### src/rtl/core/tmd_pkg.sv
// Shared constants, angle table and pipeline control type for the motion direction block.
package tmd_pkg;

    localparam int CORDIC_STAGES_DEF = 16;
    localparam int DATA_WIDTH_DEF    = 16;

    localparam int ANG_TAB_LEN = 24;
    localparam int Z_W         = 28;    // angle accumulator, 2^-24 rad units
    localparam int IN_SHIFT    = 16;    // x, y scaled by 2^16 before rotation
    localparam int GUARD_BITS  = 3;     // negation plus CORDIC gain
    localparam int TURN_SHIFT  = 10;    // Q3.13 half rate to 2^-24 rad
    localparam int FRAC_SHIFT  = 11;    // 2^-24 rad to Q3.13
    localparam int ROUND_HALF  = 1024;
    localparam int HEADING_W   = 16;

    localparam int PI_Q13 = 25736;
    localparam logic signed [Z_W-1:0] PI_Q24 = Z_W'(52707179);

    // atan(2^-i) in 2^-24 rad units
    localparam logic signed [Z_W-1:0] ANG_TAB [ANG_TAB_LEN] = '{
        Z_W'(13176795), Z_W'(7778716), Z_W'(4110060), Z_W'(2086331),
        Z_W'(1047214),  Z_W'(524117),  Z_W'(262123),  Z_W'(131069),
        Z_W'(65536),    Z_W'(32768),   Z_W'(16384),   Z_W'(8192),
        Z_W'(4096),     Z_W'(2048),    Z_W'(1024),    Z_W'(512),
        Z_W'(256),      Z_W'(128),     Z_W'(64),      Z_W'(32),
        Z_W'(16),       Z_W'(8),       Z_W'(4),       Z_W'(2)
    };

    typedef struct packed {
        logic valid;
        logic lin_zero;
    } t_ctl;

endpackage

### src/rtl/core/tmd_pre.sv
// Input register: scaling, half-plane fold and zero detect ahead of the CORDIC.
module tmd_pre import tmd_pkg::*; #(
    parameter int DATA_WIDTH = DATA_WIDTH_DEF,
    parameter int XW         = DATA_WIDTH + IN_SHIFT + GUARD_BITS
) (
    input  logic                         i_clk,
    input  logic                         i_rst_n,
    input  logic                         i_take,
    input  logic signed [DATA_WIDTH-1:0] i_vel_x,
    input  logic signed [DATA_WIDTH-1:0] i_vel_y,
    input  logic signed [DATA_WIDTH-1:0] i_turn_rate,
    output logic signed [XW-1:0]         o_x,
    output logic signed [XW-1:0]         o_y,
    output logic signed [Z_W-1:0]        o_z,
    output logic signed [DATA_WIDTH-1:0] o_w,
    output t_ctl                         o_ctl
);

    logic signed [XW-1:0]  x_ext;
    logic signed [XW-1:0]  y_ext;
    logic signed [XW-1:0]  n_x;
    logic signed [XW-1:0]  n_y;
    logic signed [Z_W-1:0] n_z;
    logic signed [XW-1:0]  r_x;
    logic signed [XW-1:0]  r_y;
    logic signed [Z_W-1:0] r_z;
    logic signed [DATA_WIDTH-1:0] r_w;
    t_ctl                  r_ctl;

    assign x_ext = {{GUARD_BITS{i_vel_x[DATA_WIDTH-1]}}, i_vel_x, {IN_SHIFT{1'b0}}};
    assign y_ext = {{GUARD_BITS{i_vel_y[DATA_WIDTH-1]}}, i_vel_y, {IN_SHIFT{1'b0}}};

    // left half-plane: rotate by pi first
    always_comb begin
        if (i_vel_x[DATA_WIDTH-1]) begin
            n_x = -x_ext;
            n_y = -y_ext;
            n_z = i_vel_y[DATA_WIDTH-1] ? -PI_Q24 : PI_Q24;
        end else begin
            n_x = x_ext;
            n_y = y_ext;
            n_z = '0;
        end
    end

    always_ff @(posedge i_clk) begin
        if (!i_rst_n) begin
            r_ctl <= '0;
        end else begin
            r_ctl.valid    <= i_take;
            r_ctl.lin_zero <= (i_vel_x == '0) && (i_vel_y == '0);
        end
        r_x <= n_x;
        r_y <= n_y;
        r_z <= n_z;
        r_w <= i_turn_rate;
    end

    assign o_x   = r_x;
    assign o_y   = r_y;
    assign o_z   = r_z;
    assign o_w   = r_w;
    assign o_ctl = r_ctl;

endmodule

### src/rtl/core/tmd_cordic_stage.sv
// One registered CORDIC vectoring iteration.
module tmd_cordic_stage import tmd_pkg::*; #(
    parameter int DATA_WIDTH = DATA_WIDTH_DEF,
    parameter int XW         = DATA_WIDTH + IN_SHIFT + GUARD_BITS,
    parameter int STAGE      = 0
) (
    input  logic                         i_clk,
    input  logic                         i_rst_n,
    input  logic signed [XW-1:0]         i_x,
    input  logic signed [XW-1:0]         i_y,
    input  logic signed [Z_W-1:0]        i_z,
    input  logic signed [DATA_WIDTH-1:0] i_w,
    input  t_ctl                         i_ctl,
    output logic signed [XW-1:0]         o_x,
    output logic signed [XW-1:0]         o_y,
    output logic signed [Z_W-1:0]        o_z,
    output logic signed [DATA_WIDTH-1:0] o_w,
    output t_ctl                         o_ctl
);

    logic signed [XW-1:0]  xs;
    logic signed [XW-1:0]  ys;
    logic                  y_pos;
    logic signed [XW-1:0]  r_x;
    logic signed [XW-1:0]  r_y;
    logic signed [Z_W-1:0] r_z;
    logic signed [DATA_WIDTH-1:0] r_w;
    t_ctl                  r_ctl;

    assign xs    = i_x >>> STAGE;
    assign ys    = i_y >>> STAGE;
    assign y_pos = !i_y[XW-1] && (i_y != '0);

    always_ff @(posedge i_clk) begin
        if (!i_rst_n) begin
            r_ctl <= '0;
        end else begin
            r_ctl <= i_ctl;
        end
        if (y_pos) begin
            r_x <= i_x + ys;
            r_y <= i_y - xs;
            r_z <= i_z + ANG_TAB[STAGE];
        end else begin
            r_x <= i_x - ys;
            r_y <= i_y + xs;
            r_z <= i_z - ANG_TAB[STAGE];
        end
        r_w <= i_w;
    end

    assign o_x   = r_x;
    assign o_y   = r_y;
    assign o_z   = r_z;
    assign o_w   = r_w;
    assign o_ctl = r_ctl;

endmodule

### src/rtl/core/tmd_post.sv
// Two stages: add half turn rate and round to Q3.13, then saturate to +/-pi.
module tmd_post import tmd_pkg::*; #(
    parameter int DATA_WIDTH = DATA_WIDTH_DEF
) (
    input  logic                         i_clk,
    input  logic                         i_rst_n,
    input  logic signed [Z_W-1:0]        i_z,
    input  logic signed [DATA_WIDTH-1:0] i_w,
    input  t_ctl                         i_ctl,
    output logic                         o_valid,
    output logic signed [HEADING_W-1:0]  o_heading
);

    localparam int WT_W = DATA_WIDTH + TURN_SHIFT;
    localparam int S_W  = ((Z_W > WT_W) ? Z_W : WT_W) + 1;
    localparam int Q_W  = S_W - FRAC_SHIFT;
    localparam logic signed [Q_W-1:0] PI_HI = Q_W'(PI_Q13);
    localparam logic signed [Q_W-1:0] PI_LO = -PI_HI;

    logic signed [S_W-1:0] sum;
    logic signed [Q_W-1:0] n_sel;
    logic signed [Q_W-1:0] r_sel;
    logic                  r_valid_a;
    logic signed [Q_W-1:0] n_sat;
    logic signed [HEADING_W-1:0] r_heading;
    logic                  r_valid;

    assign sum = {{(S_W-Z_W){i_z[Z_W-1]}}, i_z}
               + {{(S_W-WT_W){i_w[DATA_WIDTH-1]}}, i_w, {TURN_SHIFT{1'b0}}}
               + S_W'(ROUND_HALF);

    // no linear motion: heading is the turn rate itself
    always_comb begin
        if (i_ctl.lin_zero) begin
            n_sel = {{(Q_W-DATA_WIDTH){i_w[DATA_WIDTH-1]}}, i_w};
        end else begin
            n_sel = sum[S_W-1:FRAC_SHIFT];
        end
    end

    always_comb begin
        priority if (r_sel > PI_HI) begin
            n_sat = PI_HI;
        end else if (r_sel < PI_LO) begin
            n_sat = PI_LO;
        end else begin
            n_sat = r_sel;
        end
    end

    always_ff @(posedge i_clk) begin
        if (!i_rst_n) begin
            r_valid_a <= 1'b0;
            r_valid   <= 1'b0;
        end else begin
            r_valid_a <= i_ctl.valid;
            r_valid   <= r_valid_a;
        end
        r_sel     <= n_sel;
        r_heading <= n_sat[HEADING_W-1:0];
    end

    assign o_valid   = r_valid;
    assign o_heading = r_heading;

endmodule

### src/rtl/core/twist_motion_direction_top.sv
// Top level: motion direction from planar velocity, pipelined CORDIC.
//
//  channel   | signals                                  | transfer when
//  ----------+------------------------------------------+--------------------
//  command   | start, busy, i_vel_x, i_vel_y,           | start && !busy
//            | i_turn_rate                              |
//  result    | o_valid, o_heading                       | o_valid (one cycle)
//
//  One command per cycle; busy is always low.
//  The pipeline registers are the input register, one register per
//  CORDIC iteration (stage count capped at 24), round stage, saturate stage.
//  Synchronous active-low reset clears all valid bits; no result is lost
//  since the receiver cannot stall.
module twist_motion_direction_top import tmd_pkg::*; #(
    parameter int CORDIC_STAGES = CORDIC_STAGES_DEF,
    parameter int DATA_WIDTH    = DATA_WIDTH_DEF
) (
    input  logic                         i_clk,
    input  logic                         i_rst_n,
    input  logic                         start,
    output logic                         busy,
    input  logic signed [DATA_WIDTH-1:0] i_vel_x,
    input  logic signed [DATA_WIDTH-1:0] i_vel_y,
    input  logic signed [DATA_WIDTH-1:0] i_turn_rate,
    output logic                         o_valid,
    output logic signed [HEADING_W-1:0]  o_heading
);

    localparam int NSTG = (CORDIC_STAGES > ANG_TAB_LEN) ? ANG_TAB_LEN : CORDIC_STAGES;
    localparam int XW   = DATA_WIDTH + IN_SHIFT + GUARD_BITS;

    logic signed [XW-1:0]         x_p [NSTG+1];
    logic signed [XW-1:0]         y_p [NSTG+1];
    logic signed [Z_W-1:0]        z_p [NSTG+1];
    logic signed [DATA_WIDTH-1:0] w_p [NSTG+1];
    t_ctl                         ctl_p [NSTG+1];

    assign busy = 1'b0;

    tmd_pre #(
        .DATA_WIDTH (DATA_WIDTH),
        .XW         (XW)
    ) u_pre (
        .i_clk       (i_clk),
        .i_rst_n     (i_rst_n),
        .i_take      (start && !busy),
        .i_vel_x     (i_vel_x),
        .i_vel_y     (i_vel_y),
        .i_turn_rate (i_turn_rate),
        .o_x         (x_p[0]),
        .o_y         (y_p[0]),
        .o_z         (z_p[0]),
        .o_w         (w_p[0]),
        .o_ctl       (ctl_p[0])
    );

    for (genvar g = 0; g < NSTG; g++) begin : g_stage
        tmd_cordic_stage #(
            .DATA_WIDTH (DATA_WIDTH),
            .XW         (XW),
            .STAGE      (g)
        ) u_stage (
            .i_clk   (i_clk),
            .i_rst_n (i_rst_n),
            .i_x     (x_p[g]),
            .i_y     (y_p[g]),
            .i_z     (z_p[g]),
            .i_w     (w_p[g]),
            .i_ctl   (ctl_p[g]),
            .o_x     (x_p[g+1]),
            .o_y     (y_p[g+1]),
            .o_z     (z_p[g+1]),
            .o_w     (w_p[g+1]),
            .o_ctl   (ctl_p[g+1])
        );
    end

    tmd_post #(
        .DATA_WIDTH (DATA_WIDTH)
    ) u_post (
        .i_clk     (i_clk),
        .i_rst_n   (i_rst_n),
        .i_z       (z_p[NSTG]),
        .i_w       (w_p[NSTG]),
        .i_ctl     (ctl_p[NSTG]),
        .o_valid   (o_valid),
        .o_heading (o_heading)
    );

endmodule

### config.mk
export PLATFORM = sky130hd
export DESIGN_NAME = twist_motion_direction_top
export DESIGN_NICKNAME = d
export VERILOG_FILES = /design/src/rtl/core/tmd_pkg.sv /design/src/rtl/core/tmd_pre.sv /design/src/rtl/core/tmd_cordic_stage.sv /design/src/rtl/core/tmd_post.sv /design/src/rtl/core/twist_motion_direction_top.sv
export SDC_FILE = /design/constraint.sdc
export NUM_CORES = 2
export LEC_CHECK = 0
export BUFFER_PORTS_ARGS = -buffer_cell sky130_fd_sc_hd__buf_2
export CAP_MARGIN = 0
export CORE_ASPECT_RATIO = 1.5
export CORE_MARGIN = 2
export CORE_UTILIZATION = 40
export DETAILED_ROUTE_END_ITERATION = 8
export HOLD_SLACK_MARGIN = 0.05
export PLACE_DENSITY = 0.63
export SKIP_CTS_REPAIR_TIMING = 1
export SYNTH_ARGS = -nofsm -noshare
export SYNTH_HDL_FRONTEND = slang
export SYNTH_SLANG_ARGS = --single-unit
### constraint.sdc
create_clock -name i_clk -period 6.53 [get_ports i_clk]
set_input_delay 0.653 -clock i_clk [delete_from_list [all_inputs] [get_ports i_clk]]
set_output_delay 0.653 -clock i_clk [all_outputs]
set_load 0.05 [all_outputs]
Yosys cells after proc, flatten, opt, wreduce, memory -nomap -nowiden
Cells that the tools add are included.
{"block": "word_totals", "input_bits": 51, "out_inout_bits": 18, "register_bits": 1903}
{"block": "classes", "muxes": 50, "n_addsub": 93, "order_cmp": 2, "n_reduce_logical": 52}
{"operator": "two-way mux 35 bit", "count": 30}
{"operator": "nonzero test 35 bit", "count": 16}
{"operator": "two-way mux 28 bit", "count": 17}
{"operator": "adder 35 x 22 -> 35 bit", "count": 2}
{"operator": "adder 35 x 23 -> 35 bit", "count": 2}
{"operator": "adder 35 x 24 -> 35 bit", "count": 2}
{"operator": "adder 35 x 25 -> 35 bit", "count": 2}
{"operator": "adder 35 x 26 -> 35 bit", "count": 2}
{"operator": "adder 35 x 27 -> 35 bit", "count": 2}
{"operator": "adder 35 x 28 -> 35 bit", "count": 2}
{"operator": "adder 35 x 29 -> 35 bit", "count": 2}
{"operator": "adder 35 x 30 -> 35 bit", "count": 2}
{"operator": "adder 35 x 31 -> 35 bit", "count": 2}
{"operator": "adder 35 x 32 -> 35 bit", "count": 2}
{"operator": "adder 35 x 33 -> 35 bit", "count": 2}
{"operator": "adder 35 x 34 -> 35 bit", "count": 2}
{"operator": "negator 32 -> 35 bit", "count": 2}
{"operator": "subtractor 35 x 22 -> 35 bit", "count": 2}
{"operator": "subtractor 35 x 23 -> 35 bit", "count": 2}
{"operator": "subtractor 35 x 24 -> 35 bit", "count": 2}
{"operator": "subtractor 35 x 25 -> 35 bit", "count": 2}
{"operator": "subtractor 35 x 26 -> 35 bit", "count": 2}
{"operator": "subtractor 35 x 27 -> 35 bit", "count": 2}
{"operator": "subtractor 35 x 28 -> 35 bit", "count": 2}
{"operator": "other kinds (51)", "count": 92}

Longest topological paths before layout
{"block": "logic_depth", "depth_word": 3, "ltp_mapped": 27}

Cells and area by module
Synthesis repeated with hierarchy kept, for this count alone.
{"block": "hier_totals", "hier_cells": 15947, "area_unflattened_um2": 136005.4}
{"mod": "tmd_cordic_stage at g_stage[0].u_stage", "area_each_um2": 9542.9, "cells_per_inst": 1238, "seq_area_each_um2": 2302.2, "n_inst": 1}
{"mod": "tmd_cordic_stage at g_stage[5].u_stage", "area_each_um2": 8833.5, "cells_per_inst": 1050, "seq_area_each_um2": 2322.2, "n_inst": 1}
{"mod": "tmd_cordic_stage at g_stage[1].u_stage", "area_each_um2": 8823.5, "cells_per_inst": 1052, "seq_area_each_um2": 2322.2, "n_inst": 1}
{"mod": "tmd_cordic_stage at g_stage[3].u_stage", "area_each_um2": 8603.3, "cells_per_inst": 1012, "seq_area_each_um2": 2322.2, "n_inst": 1}
{"mod": "tmd_cordic_stage at g_stage[4].u_stage", "area_each_um2": 8600.7, "cells_per_inst": 1008, "seq_area_each_um2": 2322.2, "n_inst": 1}
{"mod": "tmd_cordic_stage at g_stage[2].u_stage", "area_each_um2": 8560.7, "cells_per_inst": 1007, "seq_area_each_um2": 2322.2, "n_inst": 1}
{"mod": "tmd_cordic_stage at g_stage[7].u_stage", "area_each_um2": 8470.6, "cells_per_inst": 998, "seq_area_each_um2": 2322.2, "n_inst": 1}
{"mod": "tmd_cordic_stage at g_stage[15].u_stage", "area_each_um2": 8217.9, "cells_per_inst": 963, "seq_area_each_um2": 2322.2, "n_inst": 1}
{"mod": "tmd_cordic_stage at g_stage[6].u_stage", "area_each_um2": 8192.9, "cells_per_inst": 962, "seq_area_each_um2": 2322.2, "n_inst": 1}
{"mod": "tmd_cordic_stage at g_stage[13].u_stage", "area_each_um2": 7942.6, "cells_per_inst": 943, "seq_area_each_um2": 2322.2, "n_inst": 1}
{"mod": "tmd_cordic_stage at g_stage[8].u_stage", "area_each_um2": 7906.3, "cells_per_inst": 918, "seq_area_each_um2": 2322.2, "n_inst": 1}
{"mod": "tmd_cordic_stage at g_stage[11].u_stage", "area_each_um2": 7647.3, "cells_per_inst": 856, "seq_area_each_um2": 2322.2, "n_inst": 1}
{"mod": "tmd_cordic_stage at g_stage[14].u_stage", "area_each_um2": 7626.1, "cells_per_inst": 868, "seq_area_each_um2": 2322.2, "n_inst": 1}
{"mod": "tmd_cordic_stage at g_stage[9].u_stage", "area_each_um2": 7597.3, "cells_per_inst": 873, "seq_area_each_um2": 2322.2, "n_inst": 1}
{"mod": "+5 rows"}

Worst setup path before layout
OpenSTA, ideal clock, no wires.
{"block": "synth_path", "path_type": "register to register", "startpoint": "reg g_stage[9].u_stage.r_y[14]", "endpoint": "reg g_stage[10].u_stage.r_x[34]", "path_stages_with_launch": 23, "slack_ns": -0.410, "synth_period_minus_slack_ns": 6.940, "setup_ns": 0.129, "t_arrival_ns": 6.812, "path_buffers": 1, "cell_sequence": "dfxtp_1 > or4_1 > or3_1 > nand2b_1 > or4_1 > nand4b_1 > nor2b_1 > inv_2 > clkbuf_1 > o21ai_0 > fa_1 > a21o_1 > a211oi_1 > nor2_1 > o41ai_1 > o21ai_0 > a2111oi_0 > nor4b_1 > o41ai_1 > o2111a_1 > o21bai_1 > a21oi_1 > xnor2_1"}
{"block": "synth_via", "elab_chain_len": 3}
{"item": "from (decl)", "line": "tmd_cordic_stage.sv:25", "text": "logic signed [XW-1:0] r_y;"}
{"item": "from (signal assigned)", "line": "tmd_cordic_stage.sv:42", "text": "r_y <= i_y - xs;"}
{"item": "from (signal assigned)", "line": "tmd_cordic_stage.sv:46", "text": "r_y <= i_y + xs;"}
{"item": "branches (longest 2 deep; another with subtractor 35 x 25 -> 35 bit)"}
{"item": "two-way mux 35 bit (*)", "line": "tmd_cordic_stage.sv:40", "text": "if (y_pos) begin"}
{"item": "to (signal assigned)", "line": "tmd_cordic_stage.sv:41", "text": "r_x <= i_x + ys;"}
{"item": "to (signal assigned)", "line": "tmd_cordic_stage.sv:45", "text": "r_x <= i_x - ys;"}
{"item": "to (decl)", "line": "tmd_cordic_stage.sv:24", "text": "logic signed [XW-1:0] r_x;"}
Mark *: on every way between the ends.
A chain may end at the register's enable or synchronous reset.

Final worst setup path
{"block": "layout_path", "startpoint": "reg g_stage[5].u_stage.r_y[14]", "endpoint": "reg g_stage[6].u_stage.r_y[34]"}
{"block": "layout_via", "elab_chain_len": 3}
{"item": "from (decl)", "line": "tmd_cordic_stage.sv:25"}
{"item": "from (signal assigned)", "line": "tmd_cordic_stage.sv:42"}
{"item": "from (signal assigned)", "line": "tmd_cordic_stage.sv:46"}
{"item": "branches (longest 2 deep; another with adder 35 x 29 -> 35 bit)"}
{"item": "two-way mux 35 bit (*)", "line": "tmd_cordic_stage.sv:40"}
{"item": "to (signal assigned)", "line": "tmd_cordic_stage.sv:42"}
{"item": "to (signal assigned)", "line": "tmd_cordic_stage.sv:46"}
{"item": "to (decl)", "line": "tmd_cordic_stage.sv:25"}
Marks and branches as above.

==> metrics.cfg <==
[run_status]
status = completed

[floorplanning]
initial_core_util_pct = 40.2
die_width_um = 411
fp-row-count = 224
io_pins = 69
die_h_um = 615
dieArea_sq_um = 253000
core_area_sq_um = 248000

[logic_synthesis]
ys_seq_elements = 1622
syn-cell-area_sq_um = 99500
synth_edf_count = 0
yosys.area.top_type = dfxtp_1
synth_flop_cell = dfxtp_1
yosysMostFrequentCell = dfxtp_1
syn_area_per_cell_sq_um = 8.91
yosys-top-cells-area = dfxtp_1 33%, ha_1 15%, xnor2_1 10%
synthDominantCellAreaShare_pct = 32.6
yosysWarningCount = 0
synth-seq-area-share_pct = 32.6
synth_common_cells = 1622 x dfxtp_1, 1213 x ha_1, 1134 x xnor2_1
syn_inst = 11172
synthArstFlopShare_pct = 0
synth_cell_types = 98

[worst_hold_path]
hold_depth = 2
hold_class = in2reg

[timing]
setup_viol = 0
finalCritPeriodShare_pct = 95.5
maxSlewHeadroom_pct = 11.8
worst_slew_pin_slew_ns = 1.31
tns_ns = 0
fin_worst_skew_ns = 0.0672
report.final.hold_viol_count = 0
finalWorstSetupSlack_ns = 0.296
max_freq_mhz = 160
slew_viol_final = 0
min_period_ns = 6.23

[setup_path]
timing.rr.end = g_stage[6].u_stage.o_y[34]
critPathCapture = g_stage[6].u_stage.o_y[34]
cp-end-kind = flip-flop
slowest_stage = or4_1
cp_max_fo = 5
cpMostUsedCell = o21ai_0
rr_worst_depth = 24
slowest_delay_ns = 0.57
required_ns = 7.26
crit_cells = 24
reg2reg_from = g_stage[5].u_stage.o_y[14]
crit_family = compound AO/OA/AOI/OAI gates
reg2reg_setup_slack_ns = 0.30
crit_arrival_ns = 6.97
crit_chain = or4_1 -> or2_2 -> nor3_1 -> buf_4 -> nand3_1 -> nor3_2 -> nand3_1 -> nand2b_1 -> inv_1 -> mux2i_1 -> fa_1 -> a211oi_1 -> o21ai_0 -> a31oi_1 -> o41ai_2 -> nor2_1 -> o21bai_1 -> buf_4 -> a21o_1 -> a221oi_1 -> o21ai_0 -> o41ai_1 -> o21ai_0 -> xnor2_1
startpoint = g_stage[5].u_stage.o_y[14]
critPathLaunchType = flip-flop
worst-path-buf-inv = 3
crit_type = reg2reg

[final_layout]
final_layout_size_suffix_gt1_share_pct = 7.21
fillCellCount = 24113
multi_input_area_sq_um = 64900
fin_nets = 12984
seq_area_sq_um = 32500
stdcell_count = 15154
syn_to_final_growth_pct = 13.2

[clock_network]
clock_path_buffers = 4
htreeDepth = 4
cts_tree = built
clkLatencyLatePin_ns = 0.88
clk_pin_slew_worst_paths_ns = 0.06
cts-root-buf = clkbuf_16
clkSinkCount = 1622
numCtsBuffers = 177

[global_route]
grt_max_degree = 46
grt_overflow = 0
grt_pass1_wl_um = 459000
globalRouteTotalUtil_pct = 23.2
grt_pass1_vias = 82642
antenna_found_initial = 14

[route]
avgViaCountPerCell = 5.43
firstDrtPassIters = 6
drc_errors = 0
drt-initial-drc-count = 3770
dr_total_vias = 82235
post_drt_wl_per_cell_um = 20.1
drtAntennaViolNets = 0
routed_wirelength_um = 305000

[place]
io_buffers = 67
gp_congestion = 1.03
place_hpwl_um = 252000
pre_cts_slack_ns = -0.614
dp_cells = 14745

[job]
maxCapViolCount = 0

cells by family after synthesis:
| logic type | count (synthesis) | synth area share, % |
|---|---|---|
| compound gates | 3169 | 20.2 |
| xor+xnor | 1636 | 14.4 |
| fa+ha+maj | 1251 | 16.0 |
| buf+inv | 670 | 2.53 |
| flops | 1622 | 32.6 |
| mux | 60 | 0.611 |
| other cells | 1 | 0.00377 |
| simple gates | 2763 | 13.6 |
registers in the layout (all words and copies together), names as in the netlist, 18 cells and up:
name and flops:
g_stage.u_stage.o_ctl 32, g_stage.u_stage.o_w 256, g_stage.u_stage.o_x 415, g_stage.u_stage.o_y 458, g_stage.u_stage.o_z 366, u_post.r_sel 18
u_pre.o_x 19, u_pre.o_y 19
stage by stage:
stage	util, %	hold WS (ns)	area [sq um]
after global placement	42.9	0.310	106000
final	45.5	0.0643	113000
after global routing	45.5	0.0482	113000
after floorplan	-	0.310	99700
after detailed placement	42.9	0.312	106000
after CTS	45.2	-0.178	112000
final cells by class:
type                       count  share of cell area, %
multi-input combinational   8919                   57.5
inverter                     505                   1.68
timing repair buffer         457                   3.03
clock buffer                 232                   4.45
tap                         3277                   3.64
clock inverter                76                  0.717
antenna                       66                  0.147
sequential                  1622                   28.8
layout by cell type, fill, tap and decap left out, types with 183 or more instances in the layout:
master	n
dfxtp_1	1622
ha_1	1213
xnor2_1	1134
a21oi_1	1027
nor2_1	826
o21ai_0	607
nand2_1	567
xor2_1	502
inv_1	496
a21o_1	445
buf_4	350
nor3_1	263
o21bai_1	195
nand3_1	183
how the worst min path moves through the flow:
stage,start,endpoint
2_1_floorplan,u_pre.o_w[0],g_stage[0].u_stage.o_w[0]
3_3_place_gp,g_stage[7].u_stage.o_w[6],g_stage[8].u_stage.o_w[6]
3_5_place_dp,g_stage[9].u_stage.o_w[3],g_stage[10].u_stage.o_w[3]
4_1_cts,i_turn_rate[10],u_pre.o_w[10]
5_1_grt,i_vel_y[6],u_pre.o_y[22]
6_report,i_vel_y[12],u_pre.o_y[28]
routing by layer:
layer	part of all wire [%]	GRT usage [%]
met1	32	19.3
met2	55	46.5
met3	2.9	2.84
met4	10	20.7
met5	0	0
Power is left out: the tool's default activity adds up to more than one toggle a clock period on the data nets, which glitch-free logic cannot reach.
